--- src/hw/rtl/mcra_pkg.sv ---
// Shared types and constants of the MMU context recency allocator.
`default_nettype none

package mcra_pkg;

  localparam int NUM_CONTEXTS_DEF = 64;
  localparam int OWNER_BITS_DEF   = 16;
  localparam int CTX_PORT_W       = 6;
  localparam int OWNER_PORT_W     = 16;
  localparam int CTX_W_DEF        = $clog2(NUM_CONTEXTS_DEF);

  typedef enum logic [1:0] {
    ACT_ALLOCATE,
    ACT_RELEASE,
    ACT_CLEAR,
    ACT_POPULATE
  } action_t;

  typedef enum logic [1:0] {
    ST_OK,
    ST_BAD_INDEX,
    ST_NOT_OWNED
  } status_t;

  typedef enum logic [1:0] {
    CELL_HOLD,
    CELL_MATCH,
    CELL_FRONT,
    CELL_BACK
  } cell_op_t;

  typedef enum logic [1:0] {
    S_IDLE,
    S_READ,
    S_EXEC
  } state_t;

endpackage

`default_nettype wire

--- src/hw/rtl/mcra_cell.sv ---
// One slot of the recency order: holds a context number and shifts with its neighbors.
`default_nettype none

module mcra_cell import mcra_pkg::*; #(
  parameter int CTX_W    = CTX_W_DEF,
  parameter int INIT_VAL = 1
) (
  input  wire logic             clk,
  input  wire logic             rst,
  input  wire cell_op_t         op,
  input  wire logic [CTX_W-1:0] key,
  input  wire logic [CTX_W-1:0] above_val,
  input  wire logic [CTX_W-1:0] below_val,
  input  wire logic             above_seen,
  input  wire logic             below_seen,
  output logic      [CTX_W-1:0] val,
  output logic                  seen_up,
  output logic                  seen_down
);

  logic match;
  logic active_front;
  logic active_back;

  // The key sits at this slot or beyond it (toward the victim end)
  assign active_front = match | below_seen;
  // The key sits at this slot or before it (toward the most-recent end)
  assign active_back  = match | above_seen;
  assign seen_up      = active_front;
  assign seen_down    = active_back;

  always_ff @(posedge clk) begin
    if (rst) begin
      val   <= CTX_W'(INIT_VAL);
      match <= 1'b0;
    end else begin
      unique case (op)
        CELL_HOLD: begin
        end
        CELL_MATCH: begin
          match <= (val == key);
        end
        CELL_FRONT: begin
          if (active_front) val <= above_val;
        end
        CELL_BACK: begin
          if (active_back) val <= below_val;
        end
        default: begin
        end
      endcase
    end
  end

endmodule

`default_nettype wire

--- src/hw/rtl/mcra_chain.sv ---
// Row of recency cells, slot 0 most recent, last slot the victim.
`default_nettype none

module mcra_chain import mcra_pkg::*; #(
  parameter int NUM_CONTEXTS = NUM_CONTEXTS_DEF,
  parameter int CTX_W        = CTX_W_DEF
) (
  input  wire logic             clk,
  input  wire logic             rst,
  input  wire cell_op_t         op,
  input  wire logic [CTX_W-1:0] key,
  output logic      [CTX_W-1:0] victim
);

  localparam int SLOTS = NUM_CONTEXTS - 1;

  logic [CTX_W-1:0] vals [SLOTS];
  logic [SLOTS-1:0] seen_up;
  logic [SLOTS-1:0] seen_down;

  for (genvar k = 0; k < SLOTS; k++) begin : g_cell
    logic [CTX_W-1:0] above_val;
    logic [CTX_W-1:0] below_val;
    logic             above_seen;
    logic             below_seen;

    // The key enters at the most-recent end on a move to front
    if (k == 0) begin : g_head
      assign above_val  = key;
      assign above_seen = 1'b0;
    end else begin : g_mid_head
      assign above_val  = vals[k-1];
      assign above_seen = seen_down[k-1];
    end

    // The key enters at the victim end on a move to back
    if (k == SLOTS - 1) begin : g_tail
      assign below_val  = key;
      assign below_seen = 1'b0;
    end else begin : g_mid_tail
      assign below_val  = vals[k+1];
      assign below_seen = seen_up[k+1];
    end

    mcra_cell #(
      .CTX_W    (CTX_W),
      .INIT_VAL (k + 1)
    ) u_cell (
      .clk        (clk),
      .rst        (rst),
      .op         (op),
      .key        (key),
      .above_val  (above_val),
      .below_val  (below_val),
      .above_seen (above_seen),
      .below_seen (below_seen),
      .val        (vals[k]),
      .seen_up    (seen_up[k]),
      .seen_down  (seen_down[k])
    );
  end

  assign victim = vals[SLOTS-1];

endmodule

`default_nettype wire

--- src/hw/rtl/mmu_context_recency_allocator.sv ---
// MMU context recency allocator: hands out address space ids in least-recent-first order.
// Flow: start is taken while idle (busy low); the command is captured, then a match pass over the
//   recency cells with the owner memory read, then the shift and bookkeeping update; the result
//   and done are registered after that update. A new command is taken only once idle again.
// Reset: the recency cells reload 1..NUM_CONTEXTS-1 and all owned and populated bits
//   clear at once; no clearing pass. The receiver cannot stall the result.
`default_nettype none

module mmu_context_recency_allocator import mcra_pkg::*; #(
  parameter int NUM_CONTEXTS = NUM_CONTEXTS_DEF,
  parameter int OWNER_BITS   = OWNER_BITS_DEF
) (
  input  wire logic                    clk,
  input  wire logic                    rst,
  input  wire logic                    start,
  output logic                         busy,
  input  wire logic [1:0]              action,
  input  wire logic [OWNER_PORT_W-1:0] owner,
  input  wire logic [CTX_PORT_W-1:0]   ctx_index,
  output logic                         done,
  output logic      [CTX_PORT_W-1:0]   ctx_out,
  output logic                         evicted,
  output logic      [OWNER_PORT_W-1:0] evicted_owner,
  output logic                         purge,
  output logic      [1:0]              status
);

  localparam int CW = $clog2(NUM_CONTEXTS);
  localparam int IW = (CW > CTX_PORT_W) ? CW : CTX_PORT_W;
  localparam int OW = (OWNER_BITS < OWNER_PORT_W) ? OWNER_BITS : OWNER_PORT_W;

  state_t state;
  state_t state_next;

  action_t              act;
  logic [OW-1:0]        own_in;
  logic [CTX_PORT_W-1:0] idx_raw;
  logic                 idx_ok;
  logic [CW-1:0]        tgt;
  logic [OW-1:0]        owner_rd;
  logic [OW-1:0]        owner_mem [NUM_CONTEXTS];
  logic [NUM_CONTEXTS-1:0] owned;
  logic [NUM_CONTEXTS-1:0] populated;

  logic [CW-1:0] victim;
  logic [IW-1:0] idx_w;
  logic [IW-1:0] tgt_w;
  logic          accept;

  cell_op_t cell_op;
  logic     res_load;
  logic     own_set;
  logic     detach;
  logic     pop_set;

  logic [CTX_PORT_W-1:0]   res_ctx;
  logic                    res_evicted;
  logic [OWNER_PORT_W-1:0] res_owner;
  logic                    res_purge;
  status_t                 res_status;

  assign idx_w  = IW'(ctx_index);
  assign tgt_w  = IW'(tgt);
  assign accept = start && !busy;

  mcra_chain #(
    .NUM_CONTEXTS (NUM_CONTEXTS),
    .CTX_W        (CW)
  ) u_chain (
    .clk    (clk),
    .rst    (rst),
    .op     (cell_op),
    .key    (tgt),
    .victim (victim)
  );

  // Next state
  always_comb begin
    state_next = state;
    unique case (state)
      S_IDLE:  if (accept) state_next = S_READ;
      S_READ:  state_next = S_EXEC;
      S_EXEC:  state_next = S_IDLE;
      default: state_next = S_IDLE;
    endcase
  end

  // Outputs and update decisions
  always_comb begin
    busy        = 1'b1;
    cell_op     = CELL_HOLD;
    res_load    = 1'b0;
    own_set     = 1'b0;
    detach      = 1'b0;
    pop_set     = 1'b0;
    res_ctx     = idx_raw;
    res_evicted = 1'b0;
    res_owner   = '0;
    res_purge   = 1'b0;
    res_status  = ST_OK;
    unique case (state)
      S_IDLE: begin
        busy = 1'b0;
      end
      S_READ: begin
        cell_op = CELL_MATCH;
      end
      S_EXEC: begin
        res_load = 1'b1;
        if (act == ACT_ALLOCATE) begin
          res_ctx     = tgt_w[CTX_PORT_W-1:0];
          res_evicted = owned[tgt];
          res_owner   = owned[tgt] ? OWNER_PORT_W'(owner_rd) : '0;
          res_purge   = owned[tgt] && populated[tgt];
          own_set     = 1'b1;
          cell_op     = CELL_FRONT;
        end else if (!idx_ok) begin
          res_status = ST_BAD_INDEX;
        end else if (!owned[tgt]) begin
          res_status = ST_NOT_OWNED;
        end else if (act == ACT_POPULATE) begin
          pop_set = 1'b1;
        end else begin
          // Release and clear both detach; release also drops to the victim end
          res_evicted = 1'b1;
          res_owner   = OWNER_PORT_W'(owner_rd);
          res_purge   = populated[tgt];
          detach      = 1'b1;
          if (act == ACT_RELEASE) cell_op = CELL_BACK;
        end
      end
      default: begin
      end
    endcase
  end

  always_ff @(posedge clk) begin
    if (rst) state <= S_IDLE;
    else     state <= state_next;
  end

  // Capture the command; allocate targets the current victim
  always_ff @(posedge clk) begin
    if (accept) begin
      act     <= action_t'(action);
      own_in  <= owner[OW-1:0];
      idx_raw <= ctx_index;
      idx_ok  <= (ctx_index != '0) && (32'(ctx_index) < NUM_CONTEXTS);
      tgt     <= (action_t'(action) == ACT_ALLOCATE) ? victim : idx_w[CW-1:0];
    end
  end

  // Owner memory: read in the match cycle, written on allocate
  always_ff @(posedge clk) begin
    if (state == S_READ) owner_rd <= owner_mem[tgt];
    if (own_set) owner_mem[tgt] <= own_in;
  end

  always_ff @(posedge clk) begin
    if (rst) begin
      owned     <= '0;
      populated <= '0;
    end else begin
      if (own_set || detach) begin
        owned[tgt]     <= own_set;
        populated[tgt] <= 1'b0;
      end
      if (pop_set) populated[tgt] <= 1'b1;
    end
  end

  always_ff @(posedge clk) begin
    if (rst) done <= 1'b0;
    else     done <= res_load;
  end

  always_ff @(posedge clk) begin
    if (res_load) begin
      ctx_out       <= res_ctx;
      evicted       <= res_evicted;
      evicted_owner <= res_owner;
      purge         <= res_purge;
      status        <= res_status;
    end
  end

endmodule

`default_nettype wire

--- config.mk ---
export PLATFORM = sky130hd
export DESIGN_NAME = mmu_context_recency_allocator
export DESIGN_NICKNAME = d
export VERILOG_FILES = /design/src/hw/rtl/mcra_pkg.sv /design/src/hw/rtl/mcra_cell.sv /design/src/hw/rtl/mcra_chain.sv /design/src/hw/rtl/mmu_context_recency_allocator.sv
export SDC_FILE = /design/constraint.sdc
export NUM_CORES = 2
export LEC_CHECK = 0
export BUFFER_PORTS_ARGS = -buffer_cell sky130_fd_sc_hd__buf_2
export CORE_ASPECT_RATIO = 1.5
export CORE_MARGIN = 2
export CORE_UTILIZATION = 34
export DETAILED_ROUTE_END_ITERATION = 7
export SETUP_SLACK_MARGIN = 0.05
export SLEW_MARGIN = 20
export SYNTH_ARGS = -nofsm -noshare
export SYNTH_HDL_FRONTEND = slang
export SYNTH_HIERARCHICAL = 1
export SYNTH_SLANG_ARGS = --single-unit
--- constraint.sdc ---
create_clock -name clk -period 54.3 [get_ports clk]
set_input_delay 5.43 -clock clk [delete_from_list [all_inputs] [get_ports clk]]
set_output_delay 5.43 -clock clk [all_outputs]
set_load 0.02 [all_outputs]
==> results.ini <==
[die]
dieArea_um2 = 232800
core_area_um2 = 228100
dieWidth_um = 394.7
ios = 55
start_util_pct = 34.12
rows = 215
die-height_um = 590.0

[cells_and_area]
finalNetCount = 6335
drive_gt1_share_pct = 20.02
stdcell_count = 9482
fillCellCount = 21843
multiInputGateArea_um2 = 31750
regArea_um2 = 44390
design_area_um2 = 87730
area_growth_pct = 12.72
final_cell_mix = 1,097 x edfxtp_1, 572 x dfxtp_1, 411 x nor2_1
final_common_cell = edfxtp_1

[clock_network]
cts_tree = yes
cts.path.max_buffers = 4
clock-sinks = 1669
worst_skew_pair.late_latency_ps = 840
htree_num_levels = 4
cts_root_buffer = clkbuf_16
cts_inserted_buffers = 175
cts_setup_buffers = 0
clk_pin_slew_ps = 60
postCtsResizedCells = 0
cts-hold-fix-buffers = 0

[hold_path]
min_path_type = reg -> reg
hold_depth = 2

[routing]
drc_errors = 0
drtIter0Drc = 5558
postRouteAntennaNets = 0
wire_per_inst_um = 25.37
avgViaCountPerCell = 5.680
via_count = 53859
drt-total-wl_um = 240500
firstDrtPassIters = 6

[sta]
timing.final.ws_setup_ps = 34840
whs_ps = 496.4
tns_ps = 0
slew_headroom_pct = 5.153
setup_viol = 0
finalCriticalPeriod_ps = 19460
final-hold-violation-count = 0
drv_slew = 0
max_clock_freq_ghz = 0.05138
worst_pin_slew_ps = 1416
grt_setup_unrepaired = no
skew_ps = 88.80
fin_crit_sh_pct = 35.84

[grt]
grt_max_degree = 252
antenna_found_initial = 6
grtUsageTotal_pct = 19.83
grt_pass1_vias = 53465
grt_pass1_wl_um = 353400
overflow = 0

[place]
place.gp.congestion = 0.8554
dpl.hpwl_um = 142900
pre_cts_ws_ps = 34910
port_buffers = 54
dp_cells = 9163
place_area_um2 = 82010

[setup_path]
arrival_ps = 20110
max_stage_delay_ps = 370
critPathRequiredTime_ps = 54940
cp_common_cell = or2_2
crit_path_max_fanout = 6
crit_family = simple AND/OR/NAND/NOR gates
worst-setup-path-type = reg -> reg
reg2reg_slack_ps = 34840
cpMaxStageDelayCell = mux2_2
cp_num_buf_inv = 0
worstRegToRegCells = 65
endpoint_kind = flip-flop
startpoint_type = flip-flop
path_depth = 65

[synthesis]
synthCells = 6306
synth_area_per_cell_um2 = 12.34
yosys_warnings = 6
syn_area_um2 = 77830

[run]
drv_cap = 0

[run_status]
status = complete, no violations

[pwr]
ir_drop_v = 0.00002386
powerDensity_nw_per_um2 = 33.06
p_leak_nw = 31.21

==> layer usage <==
metal	track usage (%)	wire [um]	up-vias
met5	0	0	-
met3	2.907	15740	584
met1	23.50	91940	27109
met4	11.46	15380	0
met2	34.19	117500	2050
li1	-	-	24116
==> state kept, by name (all words and copies together) (netlist names), 2 cells and up <==
| register | count |
|---|---|
| ctx_out | 6 |
| populated | 64 |
| state | 2 |
| owner_rd | 16 |
| u_chain/g_cell.u_cell/val | 378 |
| idx_raw | 6 |
| act | 2 |
| evicted_owner | 16 |
| status | 2 |
| tgt | 6 |
| u_chain/g_cell.u_cell/match | 63 |
| owned | 64 |
| own_in | 16 |
| owner_mem | 1024 |
==> worst reg2reg max path, delay by kind of cell (launching register included) <==
kind	cells	cell delay, ps
simple gates	62	18100
mux	2	650
flops	1	340
compound gates	1	240
==> worst paths after layout <==
kind / end / startpoint
worst min-delay path: populated[61] / populated[61]
worst min register to register: populated[61] / populated[61]
worst max-delay path: u_chain/g_cell[0].u_cell/val[5] / u_chain/g_cell[62].u_cell/match
worst max register to register: u_chain/g_cell[0].u_cell/val[5] / u_chain/g_cell[62].u_cell/match
==> through the flow <==
| step | total power (W) | util [%] |
|---|---|---|
| after floorplan | 0.001594 | - |
| after global placement | 0.001705 | 35.95 |
| after detailed placement | 0.001708 | 35.95 |
| after CTS | 0.002916 | 38.44 |
| after global routing | 0.002981 | 38.46 |
| final | 0.002900 | 38.46 |
==> cell type report <==
class	instances	area share, %
Multi-Input combinational cell	4149	36.19
Timing Repair Buffer	235	2.069
Antenna cell	6	0.01711
Clock buffer	232	5.514
Tap cell	3038	4.333
Clock inverter	80	0.9584
Sequential cell	1669	50.60
Inverter	73	0.3138
==> power by group <==
group	leakage [nW]	switching, W	internal, W
logic	13.9	0.000227	0.0000808
clock network	2.75	0.000516	0.000699
registers	14.5	0.00000426	0.00137
Note: power is estimated with default switching activity, not from simulation.
